## src/rtl/hcc_pkg.sv

```systemverilog
package hcc_pkg;

	// request function codes
	localparam logic [1:0] F_PROBE    = 2'd0;
	localparam logic [1:0] F_CMP_WORD = 2'd1;
	localparam logic [1:0] F_INS_BEGIN = 2'd2;
	localparam logic [1:0] F_INS_WORD = 2'd3;

	// result status codes
	localparam logic [2:0] S_MISS     = 3'd0;
	localparam logic [2:0] S_AWAIT    = 3'd1;
	localparam logic [2:0] S_HIT      = 3'd2;
	localparam logic [2:0] S_STALE    = 3'd3;
	localparam logic [2:0] S_INSERTED = 3'd4;

	// golden-ratio multiplier, split in halves
	localparam logic [31:0] GOLDEN_LO = 32'h7f4a7c15;
	localparam logic [31:0] GOLDEN_HI = 32'h9e3779b9;

	typedef struct packed {
		logic [1:0]  func;
		logic [61:0] key_address;
		logic [31:0] code_word;
		logic [10:0] snapshot_length;
		logic [63:0] payload_in;
	} req_t;

	typedef struct packed {
		logic [2:0]  status;
		logic [63:0] payload_out;
		logic [10:0] words_needed;
	} rsp_t;

	// one way of a tag row
	typedef struct packed {
		logic [61:0] key;
		logic [10:0] len;
		logic [63:0] pay;
	} tag_t;

endpackage

```

## src/rtl/hcc_hash.sv

```systemverilog
// Set index from the golden-ratio hash, one multiply per cycle.
module hcc_hash #(
	parameter int SET_COUNT = 32
) (
	input  logic                         clk,
	input  logic                         arst_n,
	input  logic                         start,
	input  logic [61:0]                  key,
	output logic                         done,
	output logic [$clog2(SET_COUNT)-1:0] set_idx
);
	import hcc_pkg::*;

	localparam int SET_W = $clog2(SET_COUNT);
	localparam logic [2:0] STEP_LAST = 3'd5;

	logic [2:0]  cnt_q;
	logic [61:0] x_q;
	logic [63:0] m0_q;
	logic [31:0] m1_q, m2_q, hi_q;
	logic [63:0] p1, p2;
	logic [42:0] scaled;

	// step sequencer
	always_ff @(posedge clk or negedge arst_n) begin
		if (!arst_n) begin
			cnt_q <= '0;
		end else if (start) begin
			cnt_q <= 3'd1;
		end else if (cnt_q == STEP_LAST) begin
			cnt_q <= '0;
		end else if (cnt_q != 3'd0) begin
			cnt_q <= cnt_q + 3'd1;
		end
	end

	assign p1 = {34'd0, x_q[61:32]} * {32'd0, GOLDEN_LO};
	assign p2 = {32'd0, x_q[31:0]} * {32'd0, GOLDEN_HI};

	// partial products of (x * golden) mod 2^64, upper word only
	always_ff @(posedge clk) begin
		if (start) x_q <= key ^ (key >> 16);
		case (cnt_q)
			3'd1: m0_q <= {32'd0, x_q[31:0]} * {32'd0, GOLDEN_LO};
			3'd2: m1_q <= p1[31:0];
			3'd3: m2_q <= p2[31:0];
			3'd4: hi_q <= m0_q[63:32] + m1_q + m2_q;
			default: ;
		endcase
	end

	// scale the upper word to the set count
	assign scaled  = {11'd0, hi_q} * 43'(SET_COUNT);
	assign set_idx = scaled[32 +: SET_W];
	assign done    = (cnt_q == STEP_LAST);
endmodule

```

## config.mk

```make
export PLATFORM = sky130hd
export DESIGN_NAME = hcc_hash
export DESIGN_NICKNAME = d
export VERILOG_FILES = /design/src/rtl/hcc_pkg.sv /design/src/rtl/hcc_hash.sv
export SDC_FILE = /design/constraint.sdc
export NUM_CORES = 2
export LEC_CHECK = 0
export ABC_CLOCK_PERIOD_IN_PS = 10300
export BUFFER_PORTS_ARGS = -buffer_cell sky130_fd_sc_hd__buf_2
export CAP_MARGIN = 0
export CORE_ASPECT_RATIO = 0.5
export CORE_UTILIZATION = 65
export DETAILED_ROUTE_END_ITERATION = 7
export PLACE_DENSITY = 0.8
export REMOVE_ABC_BUFFERS = 1
export SYNTH_ARGS = -nofsm -noshare
export SYNTH_HDL_FRONTEND = slang
export SYNTH_SLANG_ARGS = --single-unit
```

## constraint.sdc

```tcl
create_clock -name clk -period 10.3 [get_ports clk]
set_clock_uncertainty 0.15 [all_clocks]
set_input_delay 2.06 -clock clk [delete_from_list [all_inputs] [get_ports clk]]
set_output_delay 2.06 -clock clk [all_outputs]
set_load 0.05 [all_outputs]
```

Word level (Yosys, flattened, before mapping)
Cells that the tools add are included.
{"block": "word_totals", "regBits": 224, "input_bits": 65, "out_inout_bits": 6, "elab_cells": 23}
{"block": "classes", "n_addsub": 3, "multipliers": 3, "n_eq_ne": 5, "n_mux": 3, "bitwise_logic": 1, "n_reduce_logical": 2}
{"cell": "multiplier 32 x 31 -> 63 bit, second input constant", "count": 1}
{"cell": "XOR 62 x 46 -> 62 bit", "count": 1}
{"cell": "adder 31 x 32 -> 32 bit", "count": 1}
{"cell": "adder 32 bit", "count": 1}
{"cell": "multiplier 30 x 31 -> 32 bit, second input constant", "count": 1}
{"cell": "multiplier 32 x 32 -> 32 bit, second input constant", "count": 1}
{"cell": "two-way mux 3 bit", "count": 3}
{"cell": "equality test 3 x 2 -> 1 bit, second input constant", "count": 2}
{"cell": "equality test 3 bit, second input constant", "count": 2}
{"cell": "nonzero test 3 bit", "count": 2}
{"cell": "adder 3 x 1 -> 3 bit, second input constant", "count": 1}
{"cell": "equality test 3 x 1 -> 1 bit, second input constant", "count": 1}

Depth between registers and ports, before layout
{"block": "logic_depth", "word_depth": 4, "depth_mapped": 27, "ltp_nobuf": 27}

Worst setup path before layout
OpenSTA, ideal clock, no wires.
{"block": "synth_path", "kind": "register to register", "startpoint": "register x_q[11]", "endpoint": "register m0_q[53] (data pin)", "setup_time_ps": 258, "arrival_time_ps": 6785, "required_ps": 9892, "path_slack_ps": 3107, "stages_incl_launch_ff": 28, "path_buffers": 0, "period_less_slack_ps": 7193, "path_cell_list": "edfxtp_1 -> inv_1 -> fa_1 -> inv_1 -> ha_1 -> inv_1 -> fa_1 -> inv_1 -> fa_1 -> inv_1 -> fa_1 -> inv_1 -> fa_1 -> fa_1 -> inv_1 -> fa_1 -> inv_1 -> ha_1 -> a21oi_1 -> o21ai_1 -> o2bb2ai_1 -> or4_1 -> o21ai_2 -> o21ai_1 -> nor2b_1 -> a31o_1 -> a41o_1 -> xnor2_1"}
{"block": "synth_between", "elab_chain_cells": 1}
{"item": "from (decl)", "line": "hcc_hash.sv:18", "text": "logic [61:0] x_q;"}
{"item": "from (signal assigned)", "line": "hcc_hash.sv:42", "text": "if (start) x_q <= key ^ (key >> 16);"}
{"item": "multiplier 32 x 31 -> 63 bit", "line": "hcc_hash.sv:44", "text": "3'd1: m0_q <= {32'd0, x_q[31:0]} * {32'd0, GOLDEN_LO};"}
{"item": "to (signal assigned)", "line": "hcc_hash.sv:44"}
{"item": "to (decl)", "line": "hcc_hash.sv:19", "text": "logic [63:0] m0_q;"}
Every way passes these cells.
A chain may end at the register's enable or synchronous reset.

Final worst setup path
{"block": "layout_path", "startpoint": "register x_q[16]", "endpoint": "register m0_q[53] (data pin)"}
Same word-level chain as after synthesis.

==> impl_metrics.ini <==
[drt]
dr_total_vias = 23900
drt-wirelength-per-cell_um = 26.8
route.detailed.drc = 0
residual_antenna_violating_net_count_after_detailed_routing = 0
drt-pass1-iter-count = 6
drtIter0Drc = 2038
detail_route.wirelength_um = 112000
routed_via_density = 5.75

[logic_synthesis]
synthDistinctLibCells = 64
ys_async_sr_fraction = 0.0182
ys_top_cells_by_area = sky130_fd_sc_hd__fa_1 42%, sky130_fd_sc_hd__ha_1 24%, sky130_fd_sc_hd__edfxtp_1 13%, sky130_fd_sc_hd__inv_1 10%, sky130_fd_sc_hd__xnor2_1 2.9%
synth.cell_area_um2 = 37400
synth_edf_count = 162
postSynthCellCount = 3293
yosysMostFrequentCell = sky130_fd_sc_hd__inv_1
list_of_most_frequent_post_synthesis_cells = 1,034 x sky130_fd_sc_hd__inv_1, 776 x sky130_fd_sc_hd__fa_1, 706 x sky130_fd_sc_hd__ha_1
syn-mean-instance-area_um2 = 11.4
synthDominantAreaCellType = sky130_fd_sc_hd__fa_1
synthesis.yosys.warnings = 0
synth.yosys.seq_area_share = 0.132
yosys_most_used_dff = sky130_fd_sc_hd__edfxtp_1
yosys.area.top_type_share = 0.415
register_bit_count_reported_by_yosys = 165

[clock_tree]
cts.sinks = 165
tritoncts.num_buffers = 17
root_buffer = sky130_fd_sc_hd__clkbuf_16
post_cts_resize_count = 0
clock_tree.htree_level_count = 4
source_to_sink_clock_delay_at_the_later_pin_of_the_worst_skew_pair_ns = 0.47
cts_hold_buffers = 0
postCtsSetupBuffers = 0
tritoncts_clock_tree = done
path_clk_slew_ns = 0.07
ctsLongestPathBuffers = 2

[layout]
multi_input_comb_area_um2 = 28600
post_route_cells_drive_above_1_share = 0.0388
num-fill-cells = 4174
final_net_count = 4934
syn2layout_area_growth_pct = 5.18
ff_latch_area_um2 = 4940

[critical_path]
crit_path_max_fanout = 9
worst-setup-path-type = flop to flop
cp.arrival_ns = 8.55
startpoint_type = flop
timing.critical_path.required_ns = 10.36
endpoint_kind = flop

[global_route]
grt_remaining_overflow = 0
globalRouteMet1Util = 0.533
grtUsageTotal = 0.407
grt-busiest-layer = met2
grt_antenna_before_repair = 6
first_global_vias = 26500
grt_start_max_net_pins = 66
wire_length_of_the_first_global_routing_pass_um = 167000
grt.met2_usage = 0.626
globalRouteMet3Util = 0.156

[die]
design.portCount = 71
coreArea_um2 = 56200
die_footprint_um2 = 58600
die_x_um = 341
placementRows = 61
die_height_um = 172
start_util = 0.666

[timing]
min_period_over_period = 0.825
fin_setup_tns_ns = 0
finalWorstPathRequiredPeriod_ns = 8.49
max_freq_ghz = 0.118
worstMarginPinSlew_ns = 1.10
worst_slew_margin_rel = 0.266
setup_viol = 0
grt_setup_unrepaired = no
final-max-slew-violation-count = 0
finalHoldViolations = 0

[status]
outcome = finished clean

[placed_design]
portBuffers = 70
place_hpwl_um = 100000
place_congestion = 1.10

[flow_run]
drv.max_cap_violation_count = 0

[min_path]
min_path_type = flop to flop
layout by cell type, fill, tap and decap left out, drive strengths merged, types with 3 or more instances in the layout:
master,instances
a31o,4
a21o,35
o221ai,3
a31oi,5
buf,79
o21a,7
or2,3
a221o,3
nor2b,5
a21oi,87
nor3,13
clkbuf,18
nand2b,10
and3,4
a2111oi,4
nand3,19
inv,1039
nand4,11
o2111ai,4
nor2,39
o21ai,51
edfxtp,162
clkinv,5
nand2,38
ha,706
xnor2,122
dfrtp,3
fa,776
nor4,3
diode,3
o21bai,13
xor2,77
and4,3
o211ai,3
a211oi,13
registers in the layout, indices dropped and copies added, names as in the netlist:
name	count
cnt_q	3
m1_q	32
m0_q	31
m2_q	32
x_q	62
hi_q	5
worst paths after layout:
kind | slack, ns | startpoint | end | depth (start not counted)
worst min register to register | 0.42 | cnt_q[0] | cnt_q[0] | 1
max in group asynchronous | 8.66 | arst_n | cnt_q[1] | 1
worst max-delay path | 1.81 | x_q[16] | m0_q[53] | 23
worst min-delay path | 0.42 | cnt_q[0] | cnt_q[0] | 1
min in group asynchronous | 1.23 | arst_n | cnt_q[0] | 1
worst max register to register | 1.81 | x_q[16] | m0_q[53] | 23
layer usage:
metal  wire length, um  part of all wire
met1             44800              0.40
met5                44           0.00039
met4              3990             0.036
met2             48900              0.44
met3             13900              0.12
cells by family after synthesis:
group	synth area share
xor gates and xnor gates	0.0466
AOI/OAI and AO/OA	0.0445
muxes	0.000569
buffers and inverters	0.104
and+or+nand+nor	0.0205
adders and majority gates	0.652
DFF	0.132
critical path, stage by stage (launching register included):
cell and delay (ns):
sky130_fd_sc_hd__edfxtp_1 0.87, sky130_fd_sc_hd__inv_1 0.21, sky130_fd_sc_hd__fa_1 0.71, sky130_fd_sc_hd__inv_1 0.14, sky130_fd_sc_hd__ha_1 0.33, sky130_fd_sc_hd__fa_1 0.47, sky130_fd_sc_hd__fa_1 0.51, sky130_fd_sc_hd__fa_1 0.57
sky130_fd_sc_hd__fa_1 0.44, sky130_fd_sc_hd__fa_1 0.52, sky130_fd_sc_hd__inv_1 0.06, sky130_fd_sc_hd__fa_1 0.49, sky130_fd_sc_hd__inv_1 0.04, sky130_fd_sc_hd__ha_1 0.28, sky130_fd_sc_hd__nand4_1 0.15, sky130_fd_sc_hd__nor2_1 0.07
sky130_fd_sc_hd__o2bb2ai_1 0.17, sky130_fd_sc_hd__or4_1 0.43, sky130_fd_sc_hd__o21ai_2 0.51, sky130_fd_sc_hd__o21ai_1 0.24, sky130_fd_sc_hd__nor2b_1 0.21, sky130_fd_sc_hd__a31o_1 0.27, sky130_fd_sc_hd__a41o_1 0.27, sky130_fd_sc_hd__xnor2_1 0.12
area by class of cell:
cell class / instances / area share
Tap cell: 756 / 0.0240
Clock inverter: 13 / 0.00372
Inverter: 1034 / 0.0987
Antenna cell: 3 / 0.000191
Multi-Input combinational cell: 2090 / 0.726
Clock buffer: 18 / 0.0109
Sequential cell: 165 / 0.126
Timing Repair Buffer: 79 / 0.0107
stage by stage:
| stage | setup WS, ns | hold WS (ns) | area [um2] | instances | utilization |
|---|---|---|---|---|---|
| 3_3_place_gp | 2.01 | 0.402 | 38800 | 4124 | 0.690 |
| 6_report | 1.81 | 0.425 | 39300 | 4158 | 0.700 |
| 4_1_cts | 1.91 | 0.428 | 39300 | 4155 | 0.700 |
| 3_5_place_dp | 1.94 | 0.421 | 38800 | 4124 | 0.690 |
| 5_1_grt | 1.54 | 0.449 | 39300 | 4155 | 0.700 |
| 2_1_floorplan | 3.11 | 0.374 | 37400 | 3289 | - |
Power is not shown: default switching activity piles up to over one toggle a cycle in this logic, so the estimate is an artifact.
